$ cat config.mk
export PLATFORM = sky130hd
export DESIGN_NAME = pssc_chain
export DESIGN_NICKNAME = d
export VERILOG_FILES = /design/src/rtl/pssc_pkg.sv /design/src/rtl/pssc_cell.sv /design/src/rtl/pssc_chain.sv
export SDC_FILE = /design/constraint.sdc
export NUM_CORES = 2
export LEC_CHECK = 0
export ABC_AREA = 1
export BUFFER_PORTS_ARGS = -buffer_cell sky130_fd_sc_hd__buf_2
export CORE_MARGIN = 2
export CORE_UTILIZATION = 27
export DETAILED_ROUTE_END_ITERATION = 10
export SLEW_MARGIN = 20
export SYNTH_ARGS = -nofsm -noshare
export SYNTH_HDL_FRONTEND = slang
export SYNTH_SLANG_ARGS = --single-unit
export TNS_END_PERCENT = 50
$ cat constraint.sdc
create_clock -name clock -period 7.43 [get_ports clock]
set_input_delay 0 -clock clock [delete_from_list [all_inputs] [get_ports clock]]
set_output_delay 0 -clock clock [all_outputs]
set_load 0.005 [all_outputs]
$ cat src/rtl/pssc_pkg.sv
// Shared types and constants for the packet statistics block.
package pssc_pkg;
   localparam int CacheDepth = 16;
   localparam int IdxW = $clog2(CacheDepth);
   localparam int KeyW = 62;
   localparam int ChgW = 47;
   localparam int CntW = 63;
   localparam logic [CntW-1:0] WrapAt = {CntW{1'b1}};

   typedef enum logic [1:0] {
      KIND_DATA = 2'd0,
      KIND_CMD = 2'd1,
      KIND_TIMING = 2'd2,
      KIND_ERROR = 2'd3
   } kind_type;

   typedef enum logic [2:0] {
      CLS_NEUTRON = 3'd0,
      CLS_META = 3'd1,
      CLS_CMD = 3'd2,
      CLS_TIMING = 3'd3,
      CLS_ERROR = 3'd4
   } class_type;

   typedef enum logic [1:0] {
      ST_IDLE = 2'd0,
      ST_UPDATE = 2'd1
   } state_type;

   // per-cell entry of a stamp cache
   typedef struct packed {
      logic valid;
      logic [KeyW-1:0] key;
      logic known;
      logic used;
      logic [ChgW-1:0] charge;
   } entry_type;

   // command broadcast to every cell
   typedef struct packed {
      logic shift;
      logic [IdxW:0] keep;
      logic attach;
      logic [IdxW-1:0] attach_at;
      logic mark_used;
      logic [IdxW-1:0] used_at;
   } cell_ctl_type;

   function automatic logic [CntW-1:0] wrap_add(logic [CntW-1:0] a, logic [CntW-1:0] b);
      logic [CntW:0] s;
      s = {1'b0, a} + {1'b0, b};
      if (s >= {1'b0, WrapAt}) s = s - {1'b0, WrapAt};
      return s[CntW-1:0];
   endfunction
endpackage

$ cat src/rtl/pssc_cell.sv
// One cache cell: holds an entry, compares it and hands it to the older neighbour.
module pssc_cell (
   input  logic clock,
   input  logic reset,
   input  logic [pssc_pkg::IdxW-1:0] pos,
   input  pssc_pkg::entry_type newer,
   input  pssc_pkg::cell_ctl_type ctl,
   input  logic [pssc_pkg::ChgW-1:0] attach_charge,
   input  logic [pssc_pkg::KeyW-1:0] key,
   output pssc_pkg::entry_type entry,
   output logic hit
);
   import pssc_pkg::*;
   entry_type ent_ff, ent_in;
   logic [IdxW:0] pos_w;

   assign pos_w = {1'b0, pos};
   assign entry = ent_ff;
   assign hit = ent_ff.valid && ent_ff.key == key;

   always_comb begin
      ent_in = ent_ff;
      if (ctl.shift) begin
         ent_in = newer;
         if (pos_w >= ctl.keep) ent_in.valid = 1'b0;
      end else begin
         if (ctl.attach && ctl.attach_at == pos) begin
            ent_in.charge = attach_charge;
            ent_in.known = 1'b1;
         end
         if (ctl.mark_used && ctl.used_at == pos) ent_in.used = 1'b1;
      end
   end

   always_ff @(posedge clock) begin
      if (reset) begin
         ent_ff.valid <= 1'b0;
         ent_ff.known <= 1'b0;
         ent_ff.used <= 1'b0;
      end else begin
         ent_ff.valid <= ent_in.valid;
         ent_ff.known <= ent_in.known;
         ent_ff.used <= ent_in.used;
      end
      ent_ff.key <= ent_in.key;
      ent_ff.charge <= ent_in.charge;
   end
endmodule

$ cat src/rtl/pssc_chain.sv
// Row of cache cells with head insertion and a hit position search.
module pssc_chain (
   input  logic clock,
   input  logic reset,
   input  pssc_pkg::cell_ctl_type ctl,
   input  logic [pssc_pkg::KeyW-1:0] key,
   input  logic [pssc_pkg::ChgW-1:0] attach_charge,
   output logic found,
   output logic [pssc_pkg::IdxW-1:0] found_at,
   output logic found_next,
   output logic found_known,
   output logic found_used,
   output logic [pssc_pkg::ChgW-1:0] found_charge,
   output logic [pssc_pkg::IdxW:0] fill
);
   import pssc_pkg::*;
   entry_type ents [CacheDepth];
   logic [CacheDepth-1:0] hits;
   entry_type head;

   always_comb begin
      head = '0;
      head.valid = 1'b1;
      head.key = key;
   end

   for (genvar g = 0; g < CacheDepth; g++) begin : g_cell
      pssc_cell u_cell (
         .clock(clock), .reset(reset), .pos(IdxW'(g)),
         .newer(g == 0 ? head : ents[(g == 0) ? 0 : g-1]),
         .ctl(ctl), .attach_charge(attach_charge), .key(key),
         .entry(ents[g]), .hit(hits[g]));
   end

   // valid bits form a prefix, so the first hit is the only one
   always_comb begin
      found = 1'b0;
      found_at = '0;
      fill = '0;
      for (int i = CacheDepth-1; i >= 0; i--) begin
         if (hits[i]) begin
            found = 1'b1;
            found_at = IdxW'(i);
         end
      end
      for (int i = 0; i < CacheDepth; i++) if (ents[i].valid) fill = (IdxW+1)'(i+1);
      found_known = ents[found_at].known;
      found_used = ents[found_at].used;
      found_charge = ents[found_at].charge;
      found_next = ({1'b0, found_at} + 1'b1) < fill;
   end
endmodule

# Word level (Yosys, flattened, before mapping)
# Index checks and enable logic that the tools add are counted.
dict set report word_totals {
  ff_bits 1792
  inputBits 127
  word_cells 354
}
dict set report classes {
  n_addsub 1
  magnitude_cmp 18
  eq_ne 46
  mux 127
  n_bitwise 1
  reduce_logical 81
}
# op count
set op_table {}
lappend op_table {{$eq 62x62->1} 16}
lappend op_table {{$mux 49} 17}
lappend op_table {{$mux 47} 15}
lappend op_table {{$bmux 112 s4} 1}
lappend op_table {{$mux 5} 15}
lappend op_table {{$eq 4x4->1 const B} 16}
lappend op_table {{$mux 4} 16}
lappend op_table {{$mux 1} 63}
lappend op_table {{$reduce_bool 2->1} 30}
lappend op_table {{$logic_and 1x1->1} 48}
lappend op_table {{$ge 4x5->1 const A} 8}
lappend op_table {{$eq 4x3->1 const B} 8}
lappend op_table {{$ge 3x5->1 const A} 4}
lappend op_table {{$eq 4x2->1 const B} 4}
lappend op_table {{$ge 1x5->1 const A} 2}
lappend op_table {{$ge 2x5->1 const A} 2}
lappend op_table {{$eq 4x1->1 const B} 2}
lappend op_table {{$logic_not 4->1} 2}
lappend op_table {{$add 4x1->5 const B} 1}
lappend op_table {{$ge 5x5->1 const B} 1}
lappend op_table {{$lt 5x5->1} 1}
lappend op_table {{$not 4->5} 1}
lappend op_table {{$reduce_or 2->1} 1}

# Depth between registers and ports, before layout
dict set report depth {
  depth_word 22
  depth_mapped 36
  mapped_depth_nobuf 33
}

# By module
# From an unflattened synthesis, not the netlist that was laid out.
dict set report unflattened {
  cells_unflattened 12445
  area_unflattened_um2 98734.7
}
# module instances cells_per_inst area_each_um2
set modules_own_cells {}
lappend modules_own_cells {pssc_cell 16 626 5461.5}
lappend modules_own_cells {pssc_chain 1 2429 11350.9}

# Least setup slack after synthesis
# No wires, ideal clock.
dict set report synth_path {
  path_kind {input-to-reg}
  startpoint {in ctl[5] in the netlist's numbering}
  endpoint {reg g_cell[1].u_cell.ent_ff, in the netlist g_cell[1].u_cell.entry[0] (enable)}
  setup_ps 519
  arrival_ps 3607
  path_slack_ps 3304
  stages 4
  n_path_buf 0
  path_cell_list {inv_1 > nor2_1 > nand2_1 > o21ai_0}
}
dict set report synth_between {
  elab_chain_len 3
}
# item line
set synth_lines {}
lappend synth_lines {{start: declaration} pssc_chain.sv:5} ;# input pssc_pkg::cell_ctl_type ctl,
lappend synth_lines {{$eq 4x1->1} pssc_cell.sv:27} ;# if (ctl.attach && ctl.attach_at == pos) begin
lappend synth_lines {{$logic_and 1x1->1} pssc_cell.sv:27}
lappend synth_lines {{$reduce_bool 2->1 (no line)} --}
lappend synth_lines {{end: declaration} pssc_cell.sv:14} ;# entry_type ent_ff, ent_in;
# Every way passes these cells.
# A chain may end at the register's enable or synchronous reset.

# Final worst setup path
dict set report layout_path {
  startpoint {in key[22] in the netlist's numbering}
  endpoint {out found_next}
}
dict set report layout_between {
  elab_chain_len 20
  word_cells_on_any_way 50
  classes_between {add/sub (1); order compare (1); eq/ne (16); mux (16); reduce/logical (16)}
}
# item line
set layout_lines {}
lappend layout_lines {{start: declaration} pssc_chain.sv:6} ;# input logic [pssc_pkg::KeyW-1:0] key,
lappend layout_lines {{$eq 62x62->1} pssc_cell.sv:19} ;# assign hit = ent_ff.valid && ent_ff.key == key;
lappend layout_lines {{$logic_and 1x1->1} pssc_cell.sv:19}
lappend layout_lines {{$mux 4 (15 in a row)} pssc_chain.sv:41} ;# if (hits[i]) begin
lappend layout_lines {{$mux 4 *} pssc_chain.sv:41}
lappend layout_lines {{$add 4x1->5 *} pssc_chain.sv:50} ;# found_next = ({1'b0, found_at} + 1'b1) < fill;
lappend layout_lines {{$lt 5x5->1 *} pssc_chain.sv:50}
lappend layout_lines {{end: declaration} pssc_chain.sv:10} ;# output logic found_next,
# Mark *: on every way between the ends. The rest lies on a longest branch, timed or not.

==> summary.md <==
| Metric | Value |
|---|---|
| Status | `complete, no violations` |
| Synth Warn # | `0` |
| Num CTS Buffers | `between 150 and 200` |
| Post-synth EDFFs | `1697` |
| Hold Path Origin | `attach_charge[16]` |
| Setup TNS | `0 ps` |
| Max FO, Critical Path | `44` |
| Slew Viols, Final | `0` |
| Root Driver | `clkbuf_16` |
| CTS H-tree lvls | `4` |
| WL/cell | `between 20 and 30 um` |
| Register area share after synthesis | `0.642` |
| Worst Tran Pin Value | `about 1300 ps` |
| CP startpoint kind | `input port` |
| Final period util | `0.939` |
| WHS | `just under 40 ps` |
| Clock Tree Buf Depth | `4` |
| Most used cell, CP | `nand2_1` |
| Largest net degree at the start of global routing | `approximately 210` |
| Most used DFF post-synth | `edfxtp_1` |
| Io pins | `around 190` |
| Clock sink count | `1792` |
| Gr busiest metal | `met2` |
| Area growth, synth to finish | `15.9%` |
| Post-Synthesis Cell Area | `0.0824 mm2` |
| Crit path kind | `input port to output port` |
| R2R cell count | `3` |
| Most frequent cells in the layout | `nand2_1 (3202), edfxtp_1 (1697), nand3_1 (681)` |
| Pwr/cell area | `around 250 mW/mm2` |
| Worst Skew | `between 60 and 70 ps` |
| Seq cells post-synth | `between 1500 and 2000` |
| Mux cell area share after synthesis | `0` |
| Max Clk Rate | `between 100 and 150 MHz` |
| Hold Path Depth | `4` |
| Gp weighted congestion | `0.990` |
| Compound-Gate Fraction of Synth Area | `0.0684` |
| Vias in the first global route | `60600` |
| Commonest non-fill, non-tap cell in the layout | `nand2_1` |
| Post-Synth Adder-Cell Area | `0.000760` |
| Number of port buffers | `~190` |
| Met2 Track Usage GR | `0.297` |
| Max-slew headroom | `0.161` |
| Main combinational cell family by area after synthesis | `simple AND/OR/NAND/NOR gates` |
| Final setup vio count | `0` |
| Post-DRT Antenna Nets | `0` |
| Final Hold Fails | `0` |
| Critical Path Sink Type | `output port` |
| Drt pass-1 iters | `7` |
| Leak pwr | `~38 nW` |
| Class of the worst hold path | `input port to register` |
| Clock slew at reported path FFs | `approximately 60 ps` |
| Post-CTS setup repair buffer count | `0` |
| Utilization after layout | `0.315` |
| Max-cap violations | `0` |
| Post-synthesis async set-or-reset flop share | `0` |
| Post-synth cell types | `45` |
| Vias per cell | `between 5 and 6` |
| Die area | `approximately 0.31 mm2` |
| TritonCTS clock tree | `yes` |
| Met3 usage | `0.0602` |
| Routed WL | `~330000 um` |
| Initial antenna violation count | `39` |
| Req. time, crit path | `around 7400 ps` |
| Synth Area in XOR/XNOR | `0.0309` |
| Syn Area/Cell | `~10 um2` |
| Worst endpoint data arrival time | `6980 ps` |
| Simple-gate share of the synthesized area | `0.215` |
| RSZ-0062 raised after global routing | `no` |
| Worst-skew pair later-pin latency | `890 ps` |
| # fillers | `approximately 30000` |
| Final #Nets | `between 8000 and 9000` |
| Rows | `202` |
| Die span in y | `around 560 um` |
| GRT Util Overall | `0.204` |
| First-pass GRT wire length | `approximately 450000 um` |
| Layout cell share with drive strength beyond 1 | `0.0771` |
| Gate count after technology mapping | `8211` |
| CP max stage delay | `roughly 900 ps` |
| Die width | `556 um` |
| Core Region | `around 0.3 mm2` |
| Grt ovf | `0` |
| R2r setup slk | `about 6000 ps` |
| R2R Path Start | `g_cell[9].u_cell.entry[111]` |
| Max reg flops | `roughly 1800` |
| Initial DRC Count | `roughly 11000` |
| Met1 usage | `0.266` |
| Starting Density | `0.272` |
| VDD IR max | `approximately 200 uV` |
| Vias | `approximately 66000` |
| Critical-path top delay cell | `clkinvlp_4` |
| Mapped Nets | `~8300` |
| Hold EP | `g_cell[0].u_cell.entry[16]` |
| DRC violations left | `0` |
| Detailed placer's ending HPWL | `204000 um` |
| Final min period | `between 6000 and 7000 ps` |
| Worst R2R End | `g_cell[10].u_cell.entry[111]` |
per-stage QoR:
stage / worst slack (ps) / power [mW] / instance area [um2] / std cells
2_1_floorplan: 3300 / 13.4 / 82400 / 8211
5_1_grt: 336 / 24.9 / 95500 / 12500
3_3_place_gp: 1370 / 14.5 / 87300 / 12000
3_5_place_dp: 1400 / 14.5 / 87300 / 12000
4_1_cts: 721 / 24.2 / 95400 / 12500
6_report: 452 / 24.3 / 95500 / 12600
worst max path at each step:
stage	slack, ps	cells after the start	to	startpoint
3_5_place_dp	1400	35	found_next	key[32]
3_3_place_gp	1370	35	found_next	key[32]
2_1_floorplan	3300	4	g_cell[1].u_cell.entry[0]	ctl[5]
4_1_cts	720	36	found_next	key[60]
6_report	450	36	found_next	key[22]
5_1_grt	340	36	found_next	key[22]
layout make-up:
type	instances	area, um2	share of cell area
Sequential cell	1792	52900	0.554
Antenna cell	17	42.5	0.000446
Inverter	321	1230	0.0129
Tap cell	3978	4980	0.0521
Clock inverter	110	1120	0.0118
Clock buffer	230	5040	0.0528
Timing Repair Buffer	508	4080	0.0427
Multi-Input combinational cell	5596	26100	0.274
power by group:
part	internal (mW)	leakage [nW]	total (mW)	switching [mW]
logic	0.607	17.3	2.08	1.47
registers	11.9	17.5	12.4	0.539
clock network	5.56	3.01	9.78	4.22
total	18.0	37.8	24.3	6.23
cell usage after synthesis (all sizes together) (8+ instances only):
master | n | area [um2]
nor2 | 287 | 1080
edfxtp | 1697 | 51000
o211ai | 8 | 60.1
o21ai | 498 | 2490
nand4 | 69 | 432
xor2 | 119 | 1040
nor3 | 10 | 50.1
dfxtp | 95 | 1900
nor4 | 89 | 557
o2111ai | 19 | 166
a211oi | 25 | 188
clkbuf | 239 | 898
nand3 | 681 | 3410
nand2 | 3205 | 12000
o221ai | 15 | 131
a221oi | 46 | 403
xnor2 | 172 | 1510
o22ai | 153 | 957
a21oi | 81 | 417
a22o | 69 | 604
inv | 315 | 1180
buf | 263 | 1460
timing repair:
action                                 in CTS  in global routing
endpoints found under the hold margin    1000                  0
setup endpoints to repair                   0                  1
hold buffers                              193                  0
gates resized for setup                     0                  1
metal layers:
metal | routed length, um | vias up | part of all wire
met4 | 22400 | 14 | 0.069
met5 | 265 | - | 0.00081
met2 | 137000 | 4714 | 0.42
li1 | - | 28600 | -
met1 | 124000 | 31600 | 0.38
met3 | 42800 | 1041 | 0.13
critical path, delay by kind of cell:
kind,cells,cell delay [ps]
buffers and inverters,7,2730
XOR/XNOR,1,150
AND/OR/NAND/NOR,25,3470
AO/OA/AOI/OAI,1,140
adder cells (fa/ha/maj),2,420
cell families (layout without fill, tap and decap cells):
family / Yosys count / after routing
other cells: 0 / 17
buf+inv: 823 / 1169
fa+ha+maj: 5 / 5
simple gates: 4361 / 4361
compound gates: 939 / 939
xor+xnor: 291 / 291
flops: 1792 / 1792
No activity file was read; power rests on OpenSTA's default activity.
